### config.mk
export PLATFORM = sky130hd
export DESIGN_NAME = websocket_frame_builder_core
export DESIGN_NICKNAME = d
export VERILOG_FILES = /design/src/wsfb_pkg.sv /design/src/wsfb_queue.sv /design/src/wsfb_front.sv /design/src/wsfb_back.sv /design/src/websocket_frame_builder_core.sv
export VERILOG_INCLUDE_DIRS = /design/src /design/src/src
export SDC_FILE = /design/constraint.sdc
export NUM_CORES = 1
export LEC_CHECK = 0
export BUFFER_PORTS_ARGS = -buffer_cell sky130_fd_sc_hd__buf_2
export CELL_PAD_IN_SITES_DETAIL_PLACEMENT = 1
export CELL_PAD_IN_SITES_GLOBAL_PLACEMENT = 1
export CORE_ASPECT_RATIO = 2
export CORE_MARGIN = 8
export CORE_UTILIZATION = 52
export DETAILED_ROUTE_END_ITERATION = 16
export PLACE_DENSITY_LB_ADDON = 0.1
export SETUP_SLACK_MARGIN = 0.3
export SYNTH_ARGS = -nofsm -noshare
export SYNTH_HDL_FRONTEND = slang
export SYNTH_SLANG_ARGS = --single-unit
### constraint.sdc
create_clock -name clk -period 9.57 [get_ports clk]
set_input_delay 0.4785 -clock clk [delete_from_list [all_inputs] [get_ports clk]]
set_output_delay 0.4785 -clock clk [all_outputs]
set_load 0.05 [all_outputs]
### src/assert_macros.svh
// ---------------------------------------------------------------------------
// assert_macros.svh
// Concurrent assertion helpers for the frame builder; compiled out with
// ASSERT_OFF.
// ---------------------------------------------------------------------------
`ifndef ASSERT_MACROS_SVH
`define ASSERT_MACROS_SVH

`ifndef ASSERT_OFF
// property must hold at every clock edge outside reset
`define ASSERT_CHK(lbl, clk, rst_n, prop, msg) \
	lbl: assert property (@(posedge clk) disable iff (!rst_n) prop) else $error(msg);
// condition must never be true outside reset
`define ASSERT_NEVER(lbl, clk, rst_n, cond, msg) \
	lbl: assert property (@(posedge clk) disable iff (!rst_n) !(cond)) else $error(msg);
`else
`define ASSERT_CHK(lbl, clk, rst_n, prop, msg)
`define ASSERT_NEVER(lbl, clk, rst_n, cond, msg)
`endif

`endif

### src/wsfb_pkg.sv
// ---------------------------------------------------------------------------
// wsfb_pkg
// Shared types and constants of the WebSocket frame builder.
// ---------------------------------------------------------------------------
package wsfb_pkg;

	// field widths
	localparam int LEN_W   = 63;
	localparam int KEY_W   = 32;
	localparam int BYTE_W  = 8;
	localparam int IN_W    = 112;
	localparam int HCNT_W  = 4;

	// default depth of the command queue
	localparam int QUEUE_DEPTH = 4;

	// item kinds on the input tuser
	localparam logic KIND_HDR  = 1'b0;
	localparam logic KIND_DATA = 1'b1;

	// length encoding constants
	localparam logic [LEN_W-1:0]  LEN7_MAX   = 63'd125;
	localparam logic [LEN_W-1:0]  LEN16_MAX  = 63'hFFFF;
	localparam logic [BYTE_W-1:0] LEN16_CODE = 8'd126;
	localparam logic [BYTE_W-1:0] LEN64_CODE = 8'd127;
	localparam logic [BYTE_W-1:0] LEN7_FIELD = 8'h7F;
	localparam logic [BYTE_W-1:0] MASK_BIT   = 8'h80;

	// extended length form of a header
	typedef enum logic [1:0] {
		EXT_NONE = 2'd0,
		EXT_16   = 2'd1,
		EXT_64   = 2'd2
	} ext_t;

	// command handed from front to back
	typedef struct packed {
		logic              hdr;     // 1: serialise a header, 0: emit one byte
		logic [BYTE_W-1:0] data;    // first header byte, or the byte to emit
		logic              last;    // last flag of the byte, or of the final header byte
		logic              err;     // error result
		logic              masked;
		ext_t              ext;
		logic [HCNT_W-1:0] hdr_n;   // header length in bytes
		logic [KEY_W-1:0]  key;
		logic [LEN_W-1:0]  len;
	} cmd_t;

endpackage

### src/wsfb_queue.sv
// ---------------------------------------------------------------------------
// wsfb_queue
// Small command queue between the front and back parts.
// ---------------------------------------------------------------------------
`include "assert_macros.svh"

module wsfb_queue #(
	parameter int DEPTH = wsfb_pkg::QUEUE_DEPTH   // at least 2
) (
	input  logic            clk,
	input  logic            arst_n,
	input  logic            push,
	input  wsfb_pkg::cmd_t  push_cmd,
	output logic            full,
	input  logic            pop,
	output wsfb_pkg::cmd_t  head_cmd,
	output logic            empty
);

	localparam int PTR_W = $clog2(DEPTH);
	localparam int CNT_W = $clog2(DEPTH + 1);

	wsfb_pkg::cmd_t     mem_q [DEPTH];
	logic [PTR_W-1:0]   wr_ptr_q;
	logic [PTR_W-1:0]   rd_ptr_q;
	logic [CNT_W-1:0]   count_q;

	assign full     = (count_q == CNT_W'(DEPTH));
	assign empty    = (count_q == '0);
	assign head_cmd = mem_q[rd_ptr_q];

	// storage
	always_ff @(posedge clk) begin
		if (push) begin
			mem_q[wr_ptr_q] <= push_cmd;
		end
	end

	// pointers and fill count
	always_ff @(posedge clk or negedge arst_n) begin
		if (!arst_n) begin
			wr_ptr_q <= '0;
			rd_ptr_q <= '0;
			count_q  <= '0;
		end else begin
			if (push) begin
				wr_ptr_q <= (wr_ptr_q == PTR_W'(DEPTH - 1)) ? '0 : wr_ptr_q + 1'b1;
			end
			if (pop) begin
				rd_ptr_q <= (rd_ptr_q == PTR_W'(DEPTH - 1)) ? '0 : rd_ptr_q + 1'b1;
			end
			if (push && !pop) begin
				count_q <= count_q + 1'b1;
			end else if (pop && !push) begin
				count_q <= count_q - 1'b1;
			end
		end
	end

	`ASSERT_NEVER(a_no_overflow, clk, arst_n, push && full && !pop, "queue push while full")
	`ASSERT_NEVER(a_no_underflow, clk, arst_n, pop && empty, "queue pop while empty")

endmodule

### src/wsfb_front.sv
// ---------------------------------------------------------------------------
// wsfb_front
// Accepts header and payload items, tracks frame state, checks frame size
// and queues one command per item that gives output.
// ---------------------------------------------------------------------------
module wsfb_front (
	input  logic                          clk,
	input  logic                          arst_n,
	input  logic                          cfg_wr_en,
	input  logic [wsfb_pkg::LEN_W-1:0]    cfg_wr_data,
	input  logic                          s_tvalid,
	output logic                          s_tready,
	input  logic [wsfb_pkg::IN_W-1:0]     s_tdata,
	input  logic [0:0]                    s_tuser,
	output logic                          push,
	output wsfb_pkg::cmd_t                push_cmd,
	input  logic                          full
);

	logic [wsfb_pkg::LEN_W-1:0]  cap_q;
	logic [wsfb_pkg::LEN_W-1:0]  bytes_left_q;
	logic [wsfb_pkg::KEY_W-1:0]  key_q;
	logic                        mask_q;
	logic [1:0]                  phase_q;
	logic                        rej_q;

	logic                        accept;
	logic                        is_hdr;
	logic [3:0]                  opcode;
	logic                        masked;
	logic [wsfb_pkg::KEY_W-1:0]  key;
	logic [wsfb_pkg::LEN_W-1:0]  len;
	logic [wsfb_pkg::BYTE_W-1:0] pbyte;
	wsfb_pkg::ext_t              ext;
	logic [wsfb_pkg::HCNT_W-1:0] ext_n;
	logic [wsfb_pkg::HCNT_W-1:0] hdr_n;
	logic [wsfb_pkg::LEN_W:0]    total;
	logic                        over;
	logic                        data_live;
	logic [wsfb_pkg::BYTE_W-1:0] key_byte;

	// field unpacking
	assign is_hdr = (s_tuser[0] == wsfb_pkg::KIND_HDR);
	assign opcode = s_tdata[7:4];
	assign masked = s_tdata[8];
	assign key    = s_tdata[40:9];
	assign len    = s_tdata[103:41];
	assign pbyte  = s_tdata[111:104];

	assign s_tready = !full;
	assign accept   = s_tvalid && s_tready;

	// length form and header size
	always_comb begin
		if (len <= wsfb_pkg::LEN7_MAX) begin
			ext   = wsfb_pkg::EXT_NONE;
			ext_n = 4'd0;
		end else if (len <= wsfb_pkg::LEN16_MAX) begin
			ext   = wsfb_pkg::EXT_16;
			ext_n = 4'd2;
		end else begin
			ext   = wsfb_pkg::EXT_64;
			ext_n = 4'd8;
		end
	end

	assign hdr_n = 4'd2 + ext_n + (masked ? 4'd4 : 4'd0);

	// capacity check over header plus payload
	assign total = {1'b0, len} + {{(wsfb_pkg::LEN_W - wsfb_pkg::HCNT_W + 1){1'b0}}, hdr_n};
	assign over  = total > {1'b0, cap_q};

	// key byte for the current payload position, first key byte on top
	always_comb begin
		unique case (phase_q)
			2'd0: key_byte = key_q[31:24];
			2'd1: key_byte = key_q[23:16];
			2'd2: key_byte = key_q[15:8];
			2'd3: key_byte = key_q[7:0];
			default: key_byte = '0;
		endcase
	end

	assign data_live = (bytes_left_q != '0) && !rej_q;
	assign push      = accept && (is_hdr || data_live);

	// command build
	always_comb begin
		push_cmd        = '0;
		push_cmd.hdr    = is_hdr && !over;
		push_cmd.masked = masked;
		push_cmd.ext    = ext;
		push_cmd.hdr_n  = hdr_n;
		push_cmd.key    = key;
		push_cmd.len    = len;
		if (is_hdr) begin
			if (over) begin
				push_cmd.data = '0;
				push_cmd.last = 1'b1;
				push_cmd.err  = 1'b1;
			end else begin
				// fin on top, then rsv1..rsv3, opcode in the low nibble
				push_cmd.data = {s_tdata[0], s_tdata[1], s_tdata[2], s_tdata[3], opcode};
				push_cmd.last = (len == '0);
			end
		end else begin
			push_cmd.data = mask_q ? (pbyte ^ key_byte) : pbyte;
			push_cmd.last = (bytes_left_q == wsfb_pkg::LEN_W'(1));
		end
	end

	// capacity register
	always_ff @(posedge clk or negedge arst_n) begin
		if (!arst_n) begin
			cap_q <= '1;
		end else if (cfg_wr_en) begin
			cap_q <= cfg_wr_data;
		end
	end

	// frame state
	always_ff @(posedge clk or negedge arst_n) begin
		if (!arst_n) begin
			bytes_left_q <= '0;
			key_q        <= '0;
			mask_q       <= 1'b0;
			phase_q      <= '0;
			rej_q        <= 1'b0;
		end else if (accept) begin
			if (is_hdr) begin
				bytes_left_q <= len;
				key_q        <= key;
				mask_q       <= masked;
				phase_q      <= '0;
				rej_q        <= over;
			end else if (bytes_left_q != '0) begin
				bytes_left_q <= bytes_left_q - 1'b1;
				if (!rej_q) begin
					phase_q <= phase_q + 1'b1;
				end
			end
		end
	end

endmodule

### src/wsfb_back.sv
// ---------------------------------------------------------------------------
// wsfb_back
// Pops commands, serialises header bytes and drives the output register.
// ---------------------------------------------------------------------------
`include "assert_macros.svh"

module wsfb_back (
	input  logic                          clk,
	input  logic                          arst_n,
	input  wsfb_pkg::cmd_t                head_cmd,
	input  logic                          empty,
	output logic                          pop,
	output logic                          m_tvalid,
	input  logic                          m_tready,
	output logic [wsfb_pkg::BYTE_W-1:0]   m_tdata,
	output logic                          m_tlast,
	output logic [0:0]                    m_tuser
);

	logic [wsfb_pkg::HCNT_W-1:0] idx_q;
	logic                        m_tvalid_q;
	logic [wsfb_pkg::BYTE_W-1:0] m_tdata_q;
	logic                        m_tlast_q;
	logic                        m_tuser_q;

	logic                        load;
	logic                        hdr_end;
	logic [wsfb_pkg::HCNT_W-1:0] key_start;
	logic [wsfb_pkg::HCNT_W-1:0] len_sel;
	logic [wsfb_pkg::HCNT_W-1:0] key_pos;
	logic [63:0]                 len64;
	logic [wsfb_pkg::BYTE_W-1:0] mbit;
	logic [wsfb_pkg::BYTE_W-1:0] hbyte;
	logic [wsfb_pkg::BYTE_W-1:0] obyte;
	logic                        olast;

	assign m_tvalid = m_tvalid_q;
	assign m_tdata  = m_tdata_q;
	assign m_tlast  = m_tlast_q;
	assign m_tuser  = m_tuser_q;

	assign load    = !empty && (!m_tvalid_q || m_tready);
	assign hdr_end = (idx_q == head_cmd.hdr_n - 1'b1);
	assign pop     = load && (!head_cmd.hdr || hdr_end);

	// header byte selection
	assign len64 = {1'b0, head_cmd.len};
	assign mbit  = head_cmd.masked ? wsfb_pkg::MASK_BIT : '0;

	always_comb begin
		unique case (head_cmd.ext)
			wsfb_pkg::EXT_16: key_start = 4'd4;
			wsfb_pkg::EXT_64: key_start = 4'd10;
			default:          key_start = 4'd2;
		endcase
	end

	assign len_sel = key_start - 1'b1 - idx_q;
	assign key_pos = idx_q - key_start;

	always_comb begin
		priority if (idx_q == 4'd0) begin
			hbyte = head_cmd.data;
		end else if (idx_q == 4'd1) begin
			unique case (head_cmd.ext)
				wsfb_pkg::EXT_16: hbyte = mbit | wsfb_pkg::LEN16_CODE;
				wsfb_pkg::EXT_64: hbyte = mbit | wsfb_pkg::LEN64_CODE;
				default:          hbyte = mbit | (head_cmd.len[7:0] & wsfb_pkg::LEN7_FIELD);
			endcase
		end else if (idx_q < key_start) begin
			hbyte = len64[len_sel[2:0] * 8 +: 8];
		end else begin
			hbyte = head_cmd.key[(2'd3 - key_pos[1:0]) * 8 +: 8];
		end
	end

	assign obyte = head_cmd.hdr ? hbyte : head_cmd.data;
	assign olast = head_cmd.hdr ? (hdr_end && head_cmd.last) : head_cmd.last;

	// header byte counter
	always_ff @(posedge clk or negedge arst_n) begin
		if (!arst_n) begin
			idx_q <= '0;
		end else if (load) begin
			idx_q <= pop ? '0 : idx_q + 1'b1;
		end
	end

	// output register
	always_ff @(posedge clk or negedge arst_n) begin
		if (!arst_n) begin
			m_tvalid_q <= 1'b0;
		end else if (load) begin
			m_tvalid_q <= 1'b1;
		end else if (m_tready) begin
			m_tvalid_q <= 1'b0;
		end
	end

	always_ff @(posedge clk) begin
		if (load) begin
			m_tdata_q <= obyte;
			m_tlast_q <= olast;
			m_tuser_q <= head_cmd.err;
		end
	end

	`ASSERT_NEVER(a_err_is_last, clk, arst_n, m_tvalid_q && m_tuser_q && !m_tlast_q, "error item without last")
	`ASSERT_NEVER(a_idx_in_hdr, clk, arst_n, !empty && head_cmd.hdr && (idx_q >= head_cmd.hdr_n), "header byte index past header")

endmodule

### src/websocket_frame_builder_core.sv
// ---------------------------------------------------------------------------
// websocket_frame_builder_core
// WebSocket frame encoder: header and payload items in, frame bytes out.
// ---------------------------------------------------------------------------
// Each accepted input item is handled by the front part and, when it gives
// output, becomes a command in a QUEUE_DEPTH-entry queue; the input takes one
// item per cycle while that queue has room. The back part turns a payload
// command into one output byte per cycle while m_tready does not stall the
// output register, and a header command into 2 to 14 output bytes (2 + 0, 2
// or 8 length bytes + 4 key bytes when masked). A frame larger than the
// capacity register gives a single item with error and last set, and its
// payload items give nothing. The user must write the capacity register
// through cfg_wr_en/cfg_wr_data only while the block is idle (the block does
// not enforce it); the register resets to the largest 63-bit value.
module websocket_frame_builder_core #(
	parameter int QUEUE_DEPTH = wsfb_pkg::QUEUE_DEPTH
) (
	input  logic                        clk,
	input  logic                        arst_n,
	input  logic                        cfg_wr_en,
	input  logic [wsfb_pkg::LEN_W-1:0]  cfg_wr_data,   // buffer_capacity
	input  logic                        s_tvalid,
	output logic                        s_tready,
	// fin, rsv1, rsv2, rsv3, opcode[3:0], masked, key[31:0],
	// payload_length[62:0], payload_byte[7:0]
	input  logic [wsfb_pkg::IN_W-1:0]   s_tdata,
	input  logic [0:0]                  s_tuser,       // kind
	output logic                        m_tvalid,
	input  logic                        m_tready,
	output logic [wsfb_pkg::BYTE_W-1:0] m_tdata,       // out_byte
	output logic                        m_tlast,
	output logic [0:0]                  m_tuser        // error
);

	logic           push;
	logic           pop;
	logic           full;
	logic           empty;
	wsfb_pkg::cmd_t push_cmd;
	wsfb_pkg::cmd_t head_cmd;

	// item intake and frame tracking
	wsfb_front u_front (
		.clk         (clk),
		.arst_n      (arst_n),
		.cfg_wr_en   (cfg_wr_en),
		.cfg_wr_data (cfg_wr_data),
		.s_tvalid    (s_tvalid),
		.s_tready    (s_tready),
		.s_tdata     (s_tdata),
		.s_tuser     (s_tuser),
		.push        (push),
		.push_cmd    (push_cmd),
		.full        (full)
	);

	// command queue
	wsfb_queue #(
		.DEPTH (QUEUE_DEPTH)
	) u_queue (
		.clk      (clk),
		.arst_n   (arst_n),
		.push     (push),
		.push_cmd (push_cmd),
		.full     (full),
		.pop      (pop),
		.head_cmd (head_cmd),
		.empty    (empty)
	);

	// byte serialiser and output register
	wsfb_back u_back (
		.clk      (clk),
		.arst_n   (arst_n),
		.head_cmd (head_cmd),
		.empty    (empty),
		.pop      (pop),
		.m_tvalid (m_tvalid),
		.m_tready (m_tready),
		.m_tdata  (m_tdata),
		.m_tlast  (m_tlast),
		.m_tuser  (m_tuser)
	);

endmodule
# == Word level (Yosys, flattened, before mapping) ==
# Memory sizes are Yosys's and may differ from the RTL's.
# Index checks and enable logic that the tools add are counted.
# totals
reg_bits,184
ramBits,452
n_memories,1
word_cells,115
input_bits,181
out_inout_bits,12
# mem_list
memory,words,width,read_ports,rd_ports_with_merged_regs,write_ports,line_no,rtl
u_queue.mem_q,4,113,1,0,1,wsfb_queue.sv:23,wsfb_pkg::cmd_t mem_q [DEPTH];
# classes
n_eq_ne,13
n_bitwise,3
n_mux,33
n_addsub,15
reduce_logical,30
n_shift,2
order_cmp,4
# ops
cell,count
two-way mux 63 bit,2
adder 63 x 4 -> 64 bit,1
greater-than comparator 64 x 63 -> 1 bit,1
variable part select 64 x 7 -> 8 bit,1
== test 63 x 1 -> 1 bit (second input constant),1
less-or-equal comparator 63 x 16 -> 1 bit (second input constant),1
less-or-equal comparator 63 x 7 -> 1 bit (second input constant),1
zero test 63 bit,1
nonzero test 63 bit,1
subtractor 63 x 1 -> 63 bit (second input constant),1
two-way mux 8 bit,6
variable part select 32 x 33 -> 8 bit,1
case mux 8 bit (4 select lines),1
two-way mux 9 bit,2
case mux 8 bit (2 select lines),1
two-way mux 2 bit,7
two-way mux 4 bit,3
== test 2 bit (second input constant),5
logical AND 1 bit,9
two-way mux 3 bit,3
zero test 1 bit,8
bitwise OR 8 x 7 -> 8 bit,1
case mux 4 bit (2 select lines),1
bitwise XOR 8 bit,1
26 further kinds,40

# == Depth between registers and ports, before layout ==
# An unclocked memory read counts as a cell.
# depth
ltp_word,10
depth_mapped,27
depth_no_buf,23

# == Modules after synthesis ==
# From an unflattened synthesis, not the netlist that was laid out.
# unflattened
cells_unflattened,2260
hier_area_um2,30419.2
# by_module_without_submodules
mod,cells_each,area_per_inst_um2,seq_area_each_um2,instances
wsfb_queue,628,16702.3,13748.2,1
wsfb_front,1483,11942.7,4132.7,1
wsfb_back,149,1774.2,425.4,1

# == Least setup slack after synthesis ==
# OpenSTA, ideal clock, no wires.
# synth_path
path_kind,in2reg
from,input port s_tdata[71] (netlist bit)
to,memory u_queue.mem_q[0][102] (netlist bit) (data pin)
path_stages,26
required_ns,9.307
setup_ns,0.263
path_buffers,4
arrival_time_ns,5.833
setup_slack_ns,3.473
path_cell_list,clkbuf_1 -> nor4_1 -> nand4_1 -> nor3_1 -> nand2b_1 -> inv_1 -> ha_1 -> xnor2_1 -> ha_1 -> a21oi_1 -> or3_1 -> clkbuf_1 -> or4_1 -> nor2_1 -> and2_0 -> clkbuf_1 -> nand4_1 -> xnor2_1 -> ha_1 -> nand4_1 -> nor4_1 -> and4_1 -> nand4_1 -> a2bb2oi_1 -> buf_2 -> and2_1
# synth_lines
item,line_no,rtl
from (decl),websocket_frame_builder_core.sv:26,"input logic [wsfb_pkg::IN_W-1:0] s_tdata,"
to (decl),wsfb_queue.sv:23,

==> key figures <==
STA
  • Worst setup skew after layout: 0.0206 ns
  • Setup TNS: 0 ns
  • Worst slew margin relative to its limit: 0.150
  • Transition time of the tightest slew-check pin: 1.26 ns
  • RSZ-0062 raised after global routing: no
  • Worst slack on hold paths: 0.0731 ns
  • Period minus WS final: 8.17 ns
  • Part of the cycle the worst path needs: 0.853
  • Max Clk Rate: roughly 120 MHz
  • Final setup fails: 0
  • Hold violation total from the final report: 0
  • Number of slew-limit violations in the final report: 0

Global routing
  • Sum of overflow across all layers after global routing: 0
  • Number of global-route vias before repair: between 20000 and 25000
  • Global-route wire length before repair: ~130000 um
  • Global-route usage over all layers: 0.280
  • Pin count of the biggest net entering global routing: around 100
  • Initial antenna violation count: 5

Pwr
  • PD cells: 287 nW/um^2
  • Net switching share of the total power: 0.353
  • Int Power: 6.09 mW
  • VDD IR max: 0.217 mV
  • Clock share of power: 0.251
  • Seq pwr share: 0.414
  • Combinational cell fraction of total power: 0.335
  • Leakage Power: 11.7 nW
  • Net switching power: 3.32 mW

Critical path
  • Startpoint class of the critical path: input port
  • Start of the worst register-to-register path: u_queue.rd_ptr_q[1]$_DFFE_PN0P_
  • Crit path depth: 25
  • Critical setup path kind: input port to flip-flop
  • Crit. Startpoint: s_tdata[92]
  • Kind of cell adding the most delay to the critical path: simple AND/OR/NAND/NOR gates
  • Number of buffers and inverters on the critical path: 3
  • Crit path max fanout: 12
  • RR Endpoint: u_back.m_tdata[7]$_DFFE_PP_
  • Critical-path top delay cell: sky130_fd_sc_hd__nor4_1
  • Reg2Reg Setup Slack: just under 5 ns
  • Signal arrival time at the worst endpoint: 8.47 ns
  • Slowest cell delay on critical path: 1.07 ns
  • Worst Setup End Kind: flip-flop
  • Data required time of the worst path: 9.88 ns
  • Worst-case reg-to-reg path depth: 11
  • Capturing element of the worst setup path: u_queue.mem_q[3][105]$_DFFE_PP_

Detailed routing
  • Remaining antenna violation count after routing: 0
  • Detail-routed net length per standard cell: roughly 29 um
  • Via total after detailed routing: 19100
  • Number of iterations in the first detailed-routing pass: 7
  • DRC marker count from the first detailed-route iteration: approximately 1400
  • DRT Wirelength: 89300 um
  • Mean number of vias per cell: 6.22
  • Remaining routing DRC violations: 0

Clock network
  • Inserted Clock Buffers: 55
  • Clk pin slew, worst setup/hold paths: approximately 0.060 ns
  • CTS H-tree depth: 2
  • Post-CTS setup buffers: 0
  • Cell at the root of the clock tree: sky130_fd_sc_hd__clkbuf_16
  • Clock network latency to the later pin of the worst-skew pair: 0.62 ns
  • Number of buffers on the longest clock path: 3
  • CTS tree: done
  • Num Clock Sinks: approximately 630

Logic synthesis
  • Cell with the most instances after synthesis: sky130_fd_sc_hd__edfxtp_1
  • Synth Net Count: 2372
  • Cell types with the largest area share after synthesis: sky130_fd_sc_hd__edfxtp_1 (47%), sky130_fd_sc_hd__mux4_2 (10%), sky130_fd_sc_hd__dfrtp_1 (9.5%), sky130_fd_sc_hd__dfstp_2 (5.7%), sky130_fd_sc_hd__ha_1 (3.8%)
  • Post-Syn Area per Cell: 13.9 um^2
  • Biggest area consumer among synthesized cells: sky130_fd_sc_hd__edfxtp_1
  • Cell Area, Synth: 29100 um^2
  • Synthesized instance count: 2101
  • Top FF cell, synth: sky130_fd_sc_hd__edfxtp_1
  • Share of the yosys chip area belonging to registers: 0.624
  • Ranking of synthesized cells by instance count: sky130_fd_sc_hd__edfxtp_1 (458), sky130_fd_sc_hd__nand2_1 (215), sky130_fd_sc_hd__o21ai_0 (138)
  • Count of yosys warnings during synthesis: 0
  • Post-synthesis async set-or-reset flop share: 0.275
  • Post-synth EDFFs: 458
  • Flops & latches, synth: 632
  • Fraction of synthesized cell area taken by the top area cell type: 0.472
  • Number of distinct library cells after synthesis: 67

Die
  • CORE AREA: 55400 um^2
  • Die footprint: 64300 um^2
  • Initial core utilization: 0.526
  • Row Count: 122
  • Horizontal die dimension: 183 um
  • Height of the die: 351 um
  • I/O pin total: 193

Placed design
  • DP Area: 30900 um^2
  • Number of buffer cells added on primary ports: 192
  • Placer Congestion: 0.890
  • Hpwl dp: roughly 62000 um
  • Placed cells: 2962

Layout
  • Area grow syn2layout: 12.6%
  • Fraction of layout cells with a size suffix above 1: 0.239
  • Final instance count without filler cells: 3070
  • Post-layout util: 0.592
  • Final instance area: approximately 33000 um^2
  • Number of nets in the final layout: about 2500

Outcome
  • Result of the run: finished clean

Worst hold path
  • Worst min-delay path class: input port to flip-flop

Job
  • Max-cap viol count: 0
## worst reg2reg max path, delay by kind of cell (launching register included)
kind / cells / cell delay [ns]
AOI/OAI and AO/OA: 3 / 0.95
muxes: 2 / 0.95
DFF: 1 / 0.63
buffers and inverters: 3 / 0.78
adders and majority gates: 2 / 1.05
and+or+nand+nor: 1 / 0.06
## cells in the final DEF, fill, tap and decap left out, types with 35 or more instances in the layout
cell type                     n
sky130_fd_sc_hd__mux4_2     135
sky130_fd_sc_hd__dfrtp_1    108
sky130_fd_sc_hd__a21oi_1    124
sky130_fd_sc_hd__nand4_1     35
sky130_fd_sc_hd__ha_1        87
sky130_fd_sc_hd__nand3_1     54
sky130_fd_sc_hd__xnor2_1     49
sky130_fd_sc_hd__inv_1      100
sky130_fd_sc_hd__clkbuf_16   56
sky130_fd_sc_hd__nor2_1      92
sky130_fd_sc_hd__o21ai_0    138
sky130_fd_sc_hd__o22ai_1     38
sky130_fd_sc_hd__mux2_2      38
sky130_fd_sc_hd__dfstp_2     63
sky130_fd_sc_hd__nand2_1    215
sky130_fd_sc_hd__edfxtp_1   458
sky130_fd_sc_hd__buf_2      189
## power by group through the flow
| stage | combinational, mW | clock [mW] | sequential (mW) |
|---|---|---|---|
| 2_1_floorplan | 1.94 | 0 | 3.91 |
| 3_3_place_gp | 3.08 | 0 | 3.89 |
| 3_5_place_dp | 3.17 | 0 | 3.95 |
| 4_1_cts | 3.19 | 2.40 | 3.90 |
| 5_1_grt | 3.33 | 2.48 | 3.95 |
| 6_report | 3.16 | 2.36 | 3.90 |
## cell families (layout without fill, tap and decap cells)
group	Yosys count	in the layout	share of synthesized area
AO/OA/AOI/OAI	386	386	0.0782
XOR/XNOR	78	78	0.0235
adder cells (fa/ha/maj)	90	90	0.0392
buffers and inverters	202	423	0.0268
flip-flops	632	632	0.624
multiplexers	174	174	0.119
other	0	4	0
AND/OR/NAND/NOR	539	539	0.0885
## per-stage QoR
step	worst slack, ns	total power [mW]
2_1_floorplan	3.47	5.85
3_3_place_gp	1.29	6.98
3_5_place_dp	0.927	7.11
4_1_cts	1.42	9.49
5_1_grt	1.10	9.77
6_report	1.40	9.41
## flip-flops by register name (all words and copies together), names as in the netlist, 2 cells and up
signal and cells:
u_back.idx_q 4, u_front.phase_q 2, u_queue.wr_ptr_q 2, u_front.key_q 32, u_queue.count_q 3, u_back.m_tdata 8
u_queue.mem_q 448, u_front.bytes_left_q 63, u_front.cap_q 63, u_queue.rd_ptr_q 2
## worst min path at each step
stage                                         startpoint                                   end  depth (start not counted)
CTS                                      cfg_wr_data[28]         u_front.cap_q[28]$_DFFE_PN1P_                          3
global placement    u_front.bytes_left_q[37]$_DFFE_PN0P_  u_front.bytes_left_q[37]$_DFFE_PN0P_                          1
detailed placement  u_front.bytes_left_q[37]$_DFFE_PN0P_  u_front.bytes_left_q[37]$_DFFE_PN0P_                          1
global route                             cfg_wr_data[38]         u_front.cap_q[38]$_DFFE_PN1P_                          3
floorplan                                         arst_n           u_back.idx_q[0]$_DFFE_PN0P_                          0
finish                                   cfg_wr_data[28]         u_front.cap_q[28]$_DFFE_PN1P_                          3
## timing repair
| item | 4_1_cts | 5_1_grt |
|---|---|---|
| endpoints found under the hold margin | 50 | 0 |
| hold buffers | 1 | 0 |
| resized for setup | 0 | 0 |
## layer usage
metal  up-vias  global-route usage  wire length [um]
met5         -                   0                35
met3       239              0.0421              4260
met4         6               0.170              5900
li1       8373                   -                 -
met2       635               0.503             47200
met1      9835               0.309             31900
## final cells by class
class                   instances  area [um^2]
fillers                      5429        22600
flip-flops and latches        632        18200
multi-input cells            1267        10200
clock buffers                  64         1430
repair buffers                220         1200
well taps                     744          931
clock inverters                39          450
inverters                     100          375
diodes                          4         10.0
No activity file was read; power rests on OpenSTA's default activity.
